--- src/sv/prtl_pkg.sv ---
// ----------------------------------------------------------------------------
// prtl_pkg
// Types, codes and saturation helper shared by the lens group ray tracer.
// ----------------------------------------------------------------------------
`timescale 1ns / 1ps

package prtl_pkg;

	localparam int QUEUE_DEPTH_DEF = 2;
	localparam int Q_FRAC = 16;
	localparam int DVD_W = 32 + Q_FRAC;
	localparam int SAT_W = 50;

	typedef enum logic [1:0] {
		STATUS_OK         = 2'd0,
		STATUS_NO_LENS    = 2'd1,
		STATUS_ZERO_FOCUS = 2'd2,
		STATUS_AFOCAL     = 2'd3
	} status_t;

	typedef enum logic [1:0] {
		KIND_APERTURE  = 2'd0,
		KIND_LENS      = 2'd1,
		KIND_ZERO_LENS = 2'd2
	} kind_t;

	typedef struct packed {
		logic               is_aperture;
		logic signed [31:0] focus_len;
		logic [30:0]        diameter;
		logic signed [31:0] position;
		logic               last_element;
	} in_item_t;

	typedef struct packed {
		logic signed [31:0] effective_focal_length;
		logic signed [31:0] back_focal_length;
		status_t            status;
	} out_item_t;

	// classified element as held in the queue
	typedef struct packed {
		kind_t              kind;
		logic [29:0]        half;
		logic signed [31:0] focus_len;
		logic signed [31:0] position;
		logic               last_element;
	} entry_t;

	function automatic logic signed [31:0] sat32(input logic signed [SAT_W-1:0] v);
		logic signed [SAT_W-1:0] hi;
		logic signed [SAT_W-1:0] lo;
		hi = $signed({{(SAT_W-32){1'b0}}, 32'h7FFF_FFFF});
		lo = $signed({{(SAT_W-32){1'b1}}, 32'h8000_0000});
		if (v > hi)
			return 32'sh7FFF_FFFF;
		else if (v < lo)
			return 32'sh8000_0000;
		else
			return v[31:0];
	endfunction

endpackage

--- src/sv/prtl_stream_if.sv ---
// ----------------------------------------------------------------------------
// prtl_stream_if
// Valid/ready channel; a transaction completes when both are high.
// ----------------------------------------------------------------------------
`timescale 1ns / 1ps

interface prtl_stream_if #(
	parameter type payload_t = logic
);
	logic     valid;
	logic     ready;
	payload_t payload;

	modport source (output valid, output payload, input ready);
	modport sink   (input valid, input payload, output ready);
endinterface

--- src/sv/paraxial_ray_trace_lens_group_top.sv ---
// ----------------------------------------------------------------------------
// Steps: an aperture passes load and finish; a lens adds one 48-step divide
//   for the refraction, a later lens also the registered transfer multiply;
//   a last element with status OK adds the two focal divisions and the
//   output register. Throughput: one element at a time in the trace engine;
//   the divider sets the lens rate. Reset: asynchronous, clears trace state.
// ----------------------------------------------------------------------------
`timescale 1ns / 1ps

// Paraxial marginal-ray trace through a lens group.
//
// Front: takes element transactions, tags each as aperture, lens or lens
// with zero focal length, pre-halves the diameter and queues it.
// Back: pops one entry at a time and runs the y-nu update:
//   aperture  - clip height to +/- half diameter once a lens has been seen
//   lens      - transfer height over the gap to the previous lens
//               (one registered 32x33 multiply), then refract the slope
//               through the shared iterative divider
//   last      - status, then efl and bfl through the same divider
// The queue lets new elements arrive while the divider grinds, and the
// result register lets the engine carry on while a result awaits pickup.
// Height, slope and the quotients saturate to signed 32 bits, Q16.16.

module paraxial_ray_trace_lens_group_top #(
	parameter int QUEUE_DEPTH = prtl_pkg::QUEUE_DEPTH_DEF
) (
	input logic          clk,
	input logic          arst_n,
	prtl_stream_if.sink   item_ch,
	prtl_stream_if.source result_ch
);

	// classified elements between front and back
	prtl_stream_if #(.payload_t(prtl_pkg::entry_t)) q_ch ();

	prtl_front #(
		.DEPTH (QUEUE_DEPTH)
	) u_front (
		.clk     (clk),
		.arst_n  (arst_n),
		.item_ch (item_ch),
		.q_ch    (q_ch)
	);

	prtl_back u_back (
		.clk       (clk),
		.arst_n    (arst_n),
		.q_ch      (q_ch),
		.result_ch (result_ch)
	);

endmodule

--- src/sv/prtl_div.sv ---
// ----------------------------------------------------------------------------
// prtl_div
// Radix-2 restoring divider: sat32(+/- trunc(num * 2^16 / den)), one bit a cycle.
// ----------------------------------------------------------------------------
`timescale 1ns / 1ps

module prtl_div (
	input  logic               clk,
	input  logic               arst_n,
	input  logic               start,
	input  logic signed [31:0] num,
	input  logic signed [31:0] den,
	input  logic               neg,
	output logic               done,
	output logic signed [31:0] quot
);

	localparam int W = prtl_pkg::DVD_W;
	localparam int CNT_W = $clog2(W);

	logic             busy_q;
	logic             done_q;
	logic [CNT_W-1:0] cnt_q;
	logic [31:0]      rem_q;
	logic [W-1:0]     dvd_q;
	logic [31:0]      dsr_q;
	logic             sign_q;

	logic [32:0] shifted;
	logic [32:0] trial;
	logic [31:0] num_mag;
	logic [31:0] den_mag;

	assign num_mag = num[31] ? 32'(-num) : 32'(num);
	assign den_mag = den[31] ? 32'(-den) : 32'(den);
	assign shifted = {rem_q, dvd_q[W-1]};
	assign trial   = shifted - {1'b0, dsr_q};

	always_ff @(posedge clk or negedge arst_n) begin
		if (!arst_n) begin
			busy_q <= 1'b0;
			done_q <= 1'b0;
			cnt_q  <= '0;
		end else begin
			done_q <= 1'b0;
			if (start) begin
				busy_q <= 1'b1;
				cnt_q  <= CNT_W'(W - 1);
			end else if (busy_q) begin
				if (cnt_q == '0) begin
					busy_q <= 1'b0;
					done_q <= 1'b1;
				end else begin
					cnt_q <= cnt_q - 1'b1;
				end
			end
		end
	end

	always_ff @(posedge clk) begin
		if (start) begin
			rem_q  <= '0;
			dvd_q  <= {num_mag, {prtl_pkg::Q_FRAC{1'b0}}};
			dsr_q  <= den_mag;
			sign_q <= num[31] ^ den[31] ^ neg;
		end else if (busy_q) begin
			if (!trial[32]) begin
				rem_q <= trial[31:0];
				dvd_q <= {dvd_q[W-2:0], 1'b1};
			end else begin
				rem_q <= shifted[31:0];
				dvd_q <= {dvd_q[W-2:0], 1'b0};
			end
		end
	end

	// saturate the signed quotient
	always_comb begin
		if (!sign_q) begin
			if (dvd_q > W'(32'h7FFF_FFFF))
				quot = 32'sh7FFF_FFFF;
			else
				quot = $signed(dvd_q[31:0]);
		end else begin
			if (dvd_q > W'(33'h1_0000_0000 >> 1))
				quot = 32'sh8000_0000;
			else
				quot = $signed(32'(-dvd_q[31:0]));
		end
	end

	assign done = done_q;

endmodule

--- src/sv/prtl_front.sv ---
// ----------------------------------------------------------------------------
// prtl_front
// Accepts elements, classifies them and queues them for the trace engine.
// ----------------------------------------------------------------------------
`timescale 1ns / 1ps

module prtl_front #(
	parameter int DEPTH = prtl_pkg::QUEUE_DEPTH_DEF
) (
	input logic          clk,
	input logic          arst_n,
	prtl_stream_if.sink   item_ch,
	prtl_stream_if.source q_ch
);

	localparam int PTR_W = $clog2(DEPTH);
	localparam int CNT_W = $clog2(DEPTH + 1);

	prtl_pkg::entry_t mem_q [DEPTH];
	logic [PTR_W-1:0] wr_ptr_q;
	logic [PTR_W-1:0] rd_ptr_q;
	logic [CNT_W-1:0] count_q;

	prtl_pkg::entry_t cls;
	logic             push;
	logic             pop;

	// classification
	always_comb begin
		cls.half         = item_ch.payload.diameter[30:1];
		cls.focus_len    = item_ch.payload.focus_len;
		cls.position     = item_ch.payload.position;
		cls.last_element = item_ch.payload.last_element;
		if (item_ch.payload.is_aperture)
			cls.kind = prtl_pkg::KIND_APERTURE;
		else if (item_ch.payload.focus_len == 32'sd0)
			cls.kind = prtl_pkg::KIND_ZERO_LENS;
		else
			cls.kind = prtl_pkg::KIND_LENS;
	end

	assign item_ch.ready = (count_q != CNT_W'(DEPTH));
	assign push          = item_ch.valid && item_ch.ready;
	assign q_ch.valid    = (count_q != '0);
	assign q_ch.payload  = mem_q[rd_ptr_q];
	assign pop           = q_ch.valid && q_ch.ready;

	always_ff @(posedge clk) begin
		if (push)
			mem_q[wr_ptr_q] <= cls;
	end

	always_ff @(posedge clk or negedge arst_n) begin
		if (!arst_n) begin
			wr_ptr_q <= '0;
			rd_ptr_q <= '0;
			count_q  <= '0;
		end else begin
			if (push)
				wr_ptr_q <= (wr_ptr_q == PTR_W'(DEPTH - 1)) ? '0 : wr_ptr_q + 1'b1;
			if (pop)
				rd_ptr_q <= (rd_ptr_q == PTR_W'(DEPTH - 1)) ? '0 : rd_ptr_q + 1'b1;
			if (push && !pop)
				count_q <= count_q + 1'b1;
			else if (pop && !push)
				count_q <= count_q - 1'b1;
		end
	end

endmodule

--- src/sv/prtl_back.sv ---
// ----------------------------------------------------------------------------
// prtl_back
// y-nu trace sequencer: clip, transfer, refract and the closing focal divisions.
// ----------------------------------------------------------------------------
`timescale 1ns / 1ps

module prtl_back (
	input logic          clk,
	input logic          arst_n,
	prtl_stream_if.sink   q_ch,
	prtl_stream_if.source result_ch
);

	localparam int SW = prtl_pkg::SAT_W;

	typedef enum logic [11:0] {
		ST_IDLE   = 12'b0000_0000_0001,
		ST_LOAD   = 12'b0000_0000_0010,
		ST_MUL    = 12'b0000_0000_0100,
		ST_XFER   = 12'b0000_0000_1000,
		ST_DSTART = 12'b0000_0001_0000,
		ST_REFR   = 12'b0000_0010_0000,
		ST_FIN    = 12'b0000_0100_0000,
		ST_ESTART = 12'b0000_1000_0000,
		ST_EFL    = 12'b0001_0000_0000,
		ST_BSTART = 12'b0010_0000_0000,
		ST_BFL    = 12'b0100_0000_0000,
		ST_RES    = 12'b1000_0000_0000
	} state_t;

	state_t state_q;

	prtl_pkg::entry_t item_q;
	logic               lens_seen_q;
	logic               fault_q;
	logic signed [31:0] entry_q;
	logic signed [31:0] height_q;
	logic signed [31:0] slope_q;
	logic signed [31:0] prev_q;
	logic signed [64:0] prod_q;
	logic signed [31:0] efl_q;
	logic signed [31:0] bfl_q;
	prtl_pkg::status_t  status_q;

	logic               res_valid_q;
	prtl_pkg::out_item_t res_q;

	logic               div_start;
	logic signed [31:0] div_num;
	logic signed [31:0] div_den;
	logic               div_neg;
	logic               div_done;
	logic signed [31:0] div_quot;

	logic signed [31:0] half_s;
	logic signed [32:0] gap;
	logic signed [SW-1:0] xfer_sum;
	logic signed [SW-1:0] refr_diff;
	logic               res_free;

	assign half_s    = $signed({2'b00, item_q.half});
	assign gap       = {prev_q[31], prev_q} - {item_q.position[31], item_q.position};
	assign xfer_sum  = {{(SW-32){height_q[31]}}, height_q}
		+ {{(SW-49){prod_q[64]}}, prod_q[64:16]};
	assign refr_diff = {{(SW-32){slope_q[31]}}, slope_q}
		- {{(SW-32){div_quot[31]}}, div_quot};
	assign res_free  = !res_valid_q || result_ch.ready;

	assign q_ch.ready = (state_q == ST_IDLE);

	assign div_start = (state_q == ST_DSTART) || (state_q == ST_ESTART)
		|| (state_q == ST_BSTART);
	assign div_num   = (state_q == ST_ESTART) ? entry_q : height_q;
	assign div_den   = (state_q == ST_DSTART) ? item_q.focus_len : slope_q;
	assign div_neg   = (state_q != ST_DSTART);

	prtl_div u_div (
		.clk    (clk),
		.arst_n (arst_n),
		.start  (div_start),
		.num    (div_num),
		.den    (div_den),
		.neg    (div_neg),
		.done   (div_done),
		.quot   (div_quot)
	);

	always_ff @(posedge clk) begin
		if (q_ch.valid && q_ch.ready)
			item_q <= q_ch.payload;
		if (state_q == ST_MUL)
			prod_q <= slope_q * gap;
	end

	always_ff @(posedge clk or negedge arst_n) begin
		if (!arst_n) begin
			state_q     <= ST_IDLE;
			lens_seen_q <= 1'b0;
			fault_q     <= 1'b0;
			entry_q     <= '0;
			height_q    <= '0;
			slope_q     <= '0;
			prev_q      <= '0;
			efl_q       <= '0;
			bfl_q       <= '0;
			status_q    <= prtl_pkg::STATUS_OK;
			res_valid_q <= 1'b0;
		end else begin
			if (state_q == ST_RES && res_free)
				res_valid_q <= 1'b1;
			else if (result_ch.ready)
				res_valid_q <= 1'b0;
			unique case (state_q)
				ST_IDLE: begin
					if (q_ch.valid)
						state_q <= ST_LOAD;
				end
				ST_LOAD: begin
					unique case (item_q.kind) inside
						prtl_pkg::KIND_APERTURE: begin
							if (lens_seen_q) begin
								if (height_q > half_s)
									height_q <= half_s;
								else if (height_q < -half_s)
									height_q <= -half_s;
							end
							state_q <= ST_FIN;
						end
						prtl_pkg::KIND_LENS, prtl_pkg::KIND_ZERO_LENS: begin
							if (!lens_seen_q) begin
								lens_seen_q <= 1'b1;
								entry_q     <= half_s;
								height_q    <= half_s;
								slope_q     <= '0;
								prev_q      <= item_q.position;
								if (item_q.kind == prtl_pkg::KIND_ZERO_LENS) begin
									fault_q <= 1'b1;
									state_q <= ST_FIN;
								end else begin
									state_q <= ST_DSTART;
								end
							end else begin
								state_q <= ST_MUL;
							end
						end
						default: state_q <= ST_FIN;
					endcase
				end
				ST_MUL: state_q <= ST_XFER;
				ST_XFER: begin
					height_q <= prtl_pkg::sat32(xfer_sum);
					prev_q   <= item_q.position;
					if (item_q.kind == prtl_pkg::KIND_ZERO_LENS) begin
						fault_q <= 1'b1;
						state_q <= ST_FIN;
					end else begin
						state_q <= ST_DSTART;
					end
				end
				ST_DSTART: state_q <= ST_REFR;
				ST_REFR: begin
					if (div_done) begin
						slope_q <= prtl_pkg::sat32(refr_diff);
						state_q <= ST_FIN;
					end
				end
				ST_FIN: begin
					efl_q <= '0;
					bfl_q <= '0;
					if (!item_q.last_element) begin
						state_q <= ST_IDLE;
					end else if (!lens_seen_q) begin
						status_q <= prtl_pkg::STATUS_NO_LENS;
						state_q  <= ST_RES;
					end else if (fault_q) begin
						status_q <= prtl_pkg::STATUS_ZERO_FOCUS;
						state_q  <= ST_RES;
					end else if (slope_q == 32'sd0) begin
						status_q <= prtl_pkg::STATUS_AFOCAL;
						state_q  <= ST_RES;
					end else begin
						status_q <= prtl_pkg::STATUS_OK;
						state_q  <= ST_ESTART;
					end
				end
				ST_ESTART: state_q <= ST_EFL;
				ST_EFL: begin
					if (div_done) begin
						efl_q   <= div_quot;
						state_q <= ST_BSTART;
					end
				end
				ST_BSTART: state_q <= ST_BFL;
				ST_BFL: begin
					if (div_done) begin
						bfl_q   <= div_quot;
						state_q <= ST_RES;
					end
				end
				ST_RES: begin
					if (res_free) begin
						lens_seen_q <= 1'b0;
						fault_q     <= 1'b0;
						entry_q     <= '0;
						height_q    <= '0;
						slope_q     <= '0;
						prev_q      <= '0;
						state_q     <= ST_IDLE;
					end
				end
				default: state_q <= ST_IDLE;
			endcase
		end
	end

	always_ff @(posedge clk) begin
		if (state_q == ST_RES && res_free) begin
			res_q.effective_focal_length <= efl_q;
			res_q.back_focal_length      <= bfl_q;
			res_q.status                 <= status_q;
		end
	end

	assign result_ch.valid   = res_valid_q;
	assign result_ch.payload = res_q;

endmodule

--- src/flat_wrapper.sv ---
// flat-port wrapper written by rule: the top's interface ports become plain ports
module paraxial_ray_trace_lens_group_top_flat 
#(
	parameter int QUEUE_DEPTH = prtl_pkg::QUEUE_DEPTH_DEF
)
  (clk, arst_n, item_ch_valid, item_ch_payload, item_ch_ready, result_ch_valid, result_ch_payload, result_ch_ready);
  prtl_stream_if #(.payload_t(prtl_pkg::in_item_t)) item_ch_i ();
  prtl_stream_if #(.payload_t(prtl_pkg::out_item_t)) result_ch_i ();
  input logic clk;
  input logic arst_n;
  input wire logic [$bits(item_ch_i.valid)-1:0] item_ch_valid;
  input wire logic [$bits(item_ch_i.payload)-1:0] item_ch_payload;
  output wire logic [$bits(item_ch_i.ready)-1:0] item_ch_ready;
  output wire logic [$bits(result_ch_i.valid)-1:0] result_ch_valid;
  output wire logic [$bits(result_ch_i.payload)-1:0] result_ch_payload;
  input wire logic [$bits(result_ch_i.ready)-1:0] result_ch_ready;
  assign item_ch_i.valid = item_ch_valid;
  assign item_ch_i.payload = item_ch_payload;
  assign item_ch_ready = item_ch_i.ready;
  assign result_ch_valid = result_ch_i.valid;
  assign result_ch_payload = result_ch_i.payload;
  assign result_ch_i.ready = result_ch_ready;
  paraxial_ray_trace_lens_group_top #(.QUEUE_DEPTH(QUEUE_DEPTH)) u_core (.clk(clk), .arst_n(arst_n), .item_ch(item_ch_i), .result_ch(result_ch_i));
endmodule
--- config.mk ---
export PLATFORM = sky130hd
export DESIGN_NAME = paraxial_ray_trace_lens_group_top_flat
export DESIGN_NICKNAME = d
export VERILOG_FILES = /design/src/sv/prtl_pkg.sv /design/src/sv/prtl_stream_if.sv /design/src/sv/paraxial_ray_trace_lens_group_top.sv /design/src/sv/prtl_div.sv /design/src/sv/prtl_front.sv /design/src/sv/prtl_back.sv /design/src/flat_wrapper.sv
export SDC_FILE = /design/constraint.sdc
export NUM_CORES = 2
export LEC_CHECK = 0
export BUFFER_PORTS_ARGS = -buffer_cell sky130_fd_sc_hd__buf_2
export CORE_UTILIZATION = 66
export CTS_CLUSTER_DIAMETER = 150
export DETAILED_ROUTE_END_ITERATION = 8
export GPL_TIMING_DRIVEN = 0
export PLACE_DENSITY = 0.94
export SKIP_LAST_GASP = 1
export SYNTH_ARGS = -nofsm -noshare
export SYNTH_HDL_FRONTEND = slang
export SYNTH_SLANG_ARGS = --single-unit
--- constraint.sdc ---
create_clock -name clk -period 11.5 [get_ports clk]
set_input_delay 0.575 -clock clk [delete_from_list [all_inputs] [get_ports clk]]
set_output_delay 0.575 -clock clk [all_outputs]
set_load 0.01 [all_outputs]
; Yosys cells after proc, flatten, opt, wreduce, memory -nomap -nowiden
; Memories as Yosys holds them, arrays and structs flattened. A register that Yosys moved wholly into a read port is not among the register bits.
; Index checks and enable logic that the tools add are counted.
[word_totals]
regBits = 465
n_memories = 1
latch_bits = 0
romBits = 0
word_cells = 191
output_inout_bits = 68
ram_bits = 194
[mem_list]
columns = memory, depth, width, rd, rd_ports_with_merged_regs, wr, line_no
row1 = u_core.u_front.mem_q, 2, 97, 1, 1, 1, prtl_front.sv:19  ; prtl_pkg::entry_t mem_q [DEPTH];
[classes]
n_shift = 0
order_cmp = 8
n_reduce_logical = 35
bitwise = 2
n_mux = 76
n_eq_ne = 28
mul = 1
div = 0
add_sub_neg = 13
[ops]
columns = operator, count
row1 = two-way mux 32 bit, 23
row2 = one-hot mux 32 bit (3 select lines), 3
row3 = one-hot mux 32 bit (2 select lines), 4
row4 = one-hot mux 12 bit (12 select lines), 1
row5 = two-way mux 12 bit, 11
row6 = two-way mux 48 bit, 2
row7 = negation 32 bit, 3
row8 = subtractor 32 x 32 -> 33 bit, 2
row9 = multiplier 32 x 33 -> 65 bit, 1
row10 = zero test 32 bit, 2
row11 = adder 32 x 49 -> 50 bit, 1
row12 = "greater-than comparator 50 x 32 -> 1 bit, second input constant", 1
row13 = "< comparator 50 x 32 -> 1 bit, second input constant", 1
row14 = "greater-than comparator 48 x 31 -> 1 bit, second input constant", 1
row15 = "greater-than comparator 48 x 32 -> 1 bit, second input constant", 1
row16 = "greater-than comparator 33 x 32 -> 1 bit, second input constant", 1
row17 = "< comparator 33 x 32 -> 1 bit, second input constant", 1
row18 = subtractor 33 x 32 -> 33 bit, 1
row19 = greater-than comparator 32 x 31 -> 1 bit, 1
row20 = < comparator 32 bit, 1
row21 = negation 30 -> 32 bit, 1
row22 = two-way mux 31 bit, 1
row23 = two-way mux 1 bit, 18
row24 = two-way mux 6 bit, 3
row25 = other kinds (41), 78

; Logic depth before layout (Yosys ltp)
[logic_depth]
depth_word = 9
mapped_depth = 44
mapped_depth_nobuf = 43

; By module
; A second synthesis with hierarchy kept.
[unflattened]
hier_cells = 8004
hier_area_um2 = 78696.7
[by_module_without_submodules]
columns = module, area_per_inst_um2, seq_area_each_um2, n_inst, cells_each
row1 = prtl_back, 62558.7, 11547.3, 1, 6654
row2 = prtl_div, 8789.7, 3113.0, 1, 1018
row3 = prtl_front, 7348.3, 5925.7, 1, 332

; Worst setup path after synthesis
; OpenSTA, ideal clock, no wires.
[synth_timing]
path_kind = register to register
start = register u_core.u_back.item_q[2] (netlist name)
end = register u_core.u_back.prod_q[63] (data pin)
period_less_slack_ps = 10068
setup_slack_ps = 1432
arrival_time_ps = 9810
required_ps = 11242
path_stages_with_launch = 40
cell_sequence = edfxtp_1 -> inv_1 -> ha_1 -> nor2b_1 -> o2111ai_1 -> a31oi_1 -> o31ai_1 -> a21oi_1 -> a221oi_1 -> o311a_1 -> nor3_1 -> o31a_1 -> a311o_1 -> xor2_1 -> clkbuf_1 -> nand2_1 -> fa_1 -> inv_1 -> (+4 left out) -> inv_1 -> fa_1 -> fa_1 -> fa_1 -> fa_1 -> ha_1 -> nand3_1 -> or3_1 -> inv_1 -> and3_1 -> o21ai_0 -> a211oi_1 -> nor2_1 -> o211ai_1 -> nand2_1 -> o21ai_0 -> a21oi_1 -> xnor2_1
[synth_between]
elab_chain_cells = 2
[synth_rtl]
columns = element, line_no
row1 = subtractor 32 x 32 -> 33 bit, prtl_back.sv:62  ; assign gap = {prev_q[31], prev_q} - {item_q.position[31], item_q.position};
row2 = multiplier 32 x 33 -> 65 bit, prtl_back.sv:92  ; prod_q <= slope_q * gap;
row3 = to (signal assigned), prtl_back.sv:92
row4 = to (decl), prtl_back.sv:40  ; logic signed [64:0] prod_q;
; Every way passes these cells.
; A chain may end at the register's enable or synchronous reset.

; Worst setup path after layout
[layout_timing]
start = register u_core.u_back.item_q[5] (netlist name)
end = register u_core.u_back.prod_q[46] (data pin)
[layout_between]
elab_chain_cells = 2
[layout_rtl]
columns = element, line_no
row1 = subtractor 32 x 32 -> 33 bit, prtl_back.sv:62
row2 = multiplier 32 x 33 -> 65 bit, prtl_back.sv:92
; Every way passes these cells.

==> out/metrics.cfg <==
[status]
status=complete, but fails checks
violations=capacitance limit, slew limit

[global_route]
grt_start_max_net_pins=97
grt_overflow=0
grt.total_usage=0.4596
grt_pass1_wl_um=395100
antenna_found_initial=23
grt_pass1_vias=64037

[floorplan]
die_w_um=344.2
die_y_um=344.2
die-area_mm2=0.1184
io_pins=169
core_mm2=0.1160
rows=125
start_util=0.6658

[power]
clkPwrFrac=0.157
comb_power_share=0.589
irDropWorstVdd_mv=0.2487
powerDensity_mw_per_mm2=208.8
p_total_mw=17.56
leakagePower_nw=39.65
power.internal_mw=7.961
seq_power_share=0.255
p_sw_mw=9.600
switching_share=0.5467

[detailed_routing]
drtIter0Drc=7082
wirelength_um=270000
wl_per_cell_um=27.82
drtPass1Iterations=6
num_vias=62446
viasPerCell=6.434
drc=0
ant_nets=0

[min_path]
hold_path_class=primary input to flip-flop
hold_path_depth=1

[clock_network]
clkLatencyLatePin_ns=0.70
cts_tree=built
htree_levels=3
clkSinkCount=738
clockRootBuffer=clkbuf_16
cts_made_buffers=78
cts.clk_slew.worst_paths_ns=0.07
clk_path_buf_depth=3

[timing]
whs_ns=0.07629
finalSetupViolCount=0
worstMarginPinSlew_ns=1.617
fin_ws_ns=0.008188
period_needed_ns=11.49
hold_viol=0
max_freq_mhz=87.02
relSlewSlack=-0.08551
finalCritPeriodShare=0.9993
skew_ns=0.05885
fin_setup_tns_ns=0
drv_slew=6

[critical_path]
worstPathArrival_ns=11.89
crit_type=flip-flop to flip-flop
cp-start-kind=flip-flop
crit_path_end_kind=flip-flop
slowest_stage=fa_1
r2r_cells=42
required_ns=11.89
critical-path-max-stage-delay_ns=0.60
cp_max_fo=10
worst_path_most_repeated_cell=inv_1

[placement]
hpwl_um=210800
io_buffer_count=167
dp_slack_ns=-1.573
placed_area_mm2=0.08037
placed_cells=9514
gp_congestion=1.097

[logic_synthesis]
ys_seq_elements=738
syn_nets=9421
yosysMostFrequentCell=inv_1
yosysTopAreaCell=fa_1
seq_area_frac_synth=0.2664
synth_cell_types=90
synth-edff-count=471
postSynth.asyncResetShare=0.2967
syn-cell-area_mm2=0.07726
yosysWarnings=0
syn_inst=7806
synthFlopType=edfxtp_1
synthTopCellsByArea=fa_1 (29%), edfxtp_1 (18%), dfrtp_1 (7.1%)
yosysTopAreaCellShare=0.2889
syn_avg_cell_area_um2=9.898
synthTopCellsByCount=inv_1 (1275), fa_1 (1115), nand2_1 (821)

[finish]
final_cells=9705
syn2layout_area_growth_pct=8.853
drive_above_1_share=0.07910
nNetsFinal=9717
fin_util=0.7247
final_cell_area_mm2=0.08410

[job]
maxCapViolCount=2

==> power groups by stage <==
stage	Clock [mW]	Combinational, mW	Sequential [mW]
2_1_floorplan	0	5.07	4.09
3_3_place_gp	0	8.76	4.51
3_5_place_dp	0	9.01	4.43
4_1_cts	2.74	9.36	4.39
5_1_grt	2.84	10.5	4.48
6_report	2.75	10.3	4.47
==> registers in the layout, summed over array words and instances (netlist names), 48 cells and up <==
register / flops
u_core.u_back.item_q: 67
u_core.u_front.mem_q: 194
u_core.u_back.u_div.dvd_q: 48
u_core.u_back.prod_q: 49
u_core.u_back.result_ch.payload: 66
==> kinds of logic (layout without fill, tap and decap cells) <==
kind of cell               after synthesis  in the layout  share of synthesized area
and+or+nand+nor                       2300           2300                     0.1484
buffers and inverters                 1666           2027                    0.08123
adders and majority gates             1514           1514                     0.3535
AOI/OAI and AO/OA                     1103           1103                    0.09060
DFF                                    738            738                     0.2664
xor gates and xnor gates               290            290                    0.03287
muxes                                  195            195                    0.02690
other                                    0             14                          0
==> final cells by class <==
cell class / count / area [um2]
clock buffer: 98 / 2098
fill: 8127 / 31940
timing repair buffer: 218 / 1421
sequential: 738 / 20590
buffer: 383 / 1605
clock inverter: 47 / 655.6
antenna: 14 / 35.03
multi-input combinational: 5402 / 50970
inverter: 1281 / 4827
tap: 1524 / 1907
==> placed cells by master (no fill, tap or decap), drive strengths merged, types with 38 or more instances in the layout <==
master | netlist | layout
inv | 1280 | 1283
fa | 1115 | 1115
nand2 | 822 | 822
edfxtp | 471 | 471
and2 | 463 | 463
clkbuf | 362 | 440
ha | 399 | 399
o21ai | 344 | 344
nor2 | 281 | 281
a21oi | 263 | 263
buf | 23 | 257
dfrtp | 218 | 218
xnor2 | 209 | 209
nand3 | 179 | 179
a21o | 116 | 116
nor3 | 102 | 102
mux2 | 101 | 101
mux2i | 94 | 94
nor2b | 94 | 94
xor2 | 81 | 81
nand2b | 69 | 69
o21a | 51 | 51
dfxtp | 48 | 48
nor4 | 48 | 48
and3 | 48 | 48
nand4 | 45 | 45
a31oi | 44 | 44
or3 | 38 | 38
==> routing by layer <==
metal	wire (um)	vias up	part of all wire	GRT usage
met5	215	-	0.00080	0.0008013
met4	28730	32	0.11	0.3874
met1	90200	30903	0.33	0.5417
li1	-	25903	-	-
met2	119500	4331	0.44	0.7022
met3	31380	1277	0.12	0.1269
==> worst max-delay path: cells and delay by family, from the launching register on <==
| kind | cells | cell delay (ns) |
|---|---|---|
| compound gates | 13 | 2.63 |
| buf+inv | 11 | 1.21 |
| simple gates | 6 | 1.31 |
| flops | 1 | 0.56 |
| fa+ha+maj | 10 | 4.93 |
| xor+xnor | 2 | 0.52 |
==> final timing paths <==
path                                    startpoint                                   to  slack [ns]
hold reg to reg            u_core.u_back.bfl_q[16]  u_core.u_back.result_ch.payload[18]        0.44
setup / recovery           u_core.u_back.item_q[5]             u_core.u_back.prod_q[46]       0.008
hold / removal                  item_ch_payload[6]           u_core.u_front.mem_q[0][6]        0.08
min in group asynchronous                   arst_n        u_core.u_back.result_ch.valid        0.39
max in group asynchronous                   arst_n             u_core.u_back.slope_q[6]       10.19
setup reg to reg           u_core.u_back.item_q[5]             u_core.u_back.prod_q[46]       0.008
==> repair_timing <==
action / in CTS / in global routing
buffers inserted: 8 / 24
gates resized for setup: 95 / 129
setup endpoints to repair: 40 / 26
endpoints found under the hold margin: 47 / 0
hold buffers: 1 / 0
pin swaps: 4 / 16
Power figures use the tool's default switching activity.
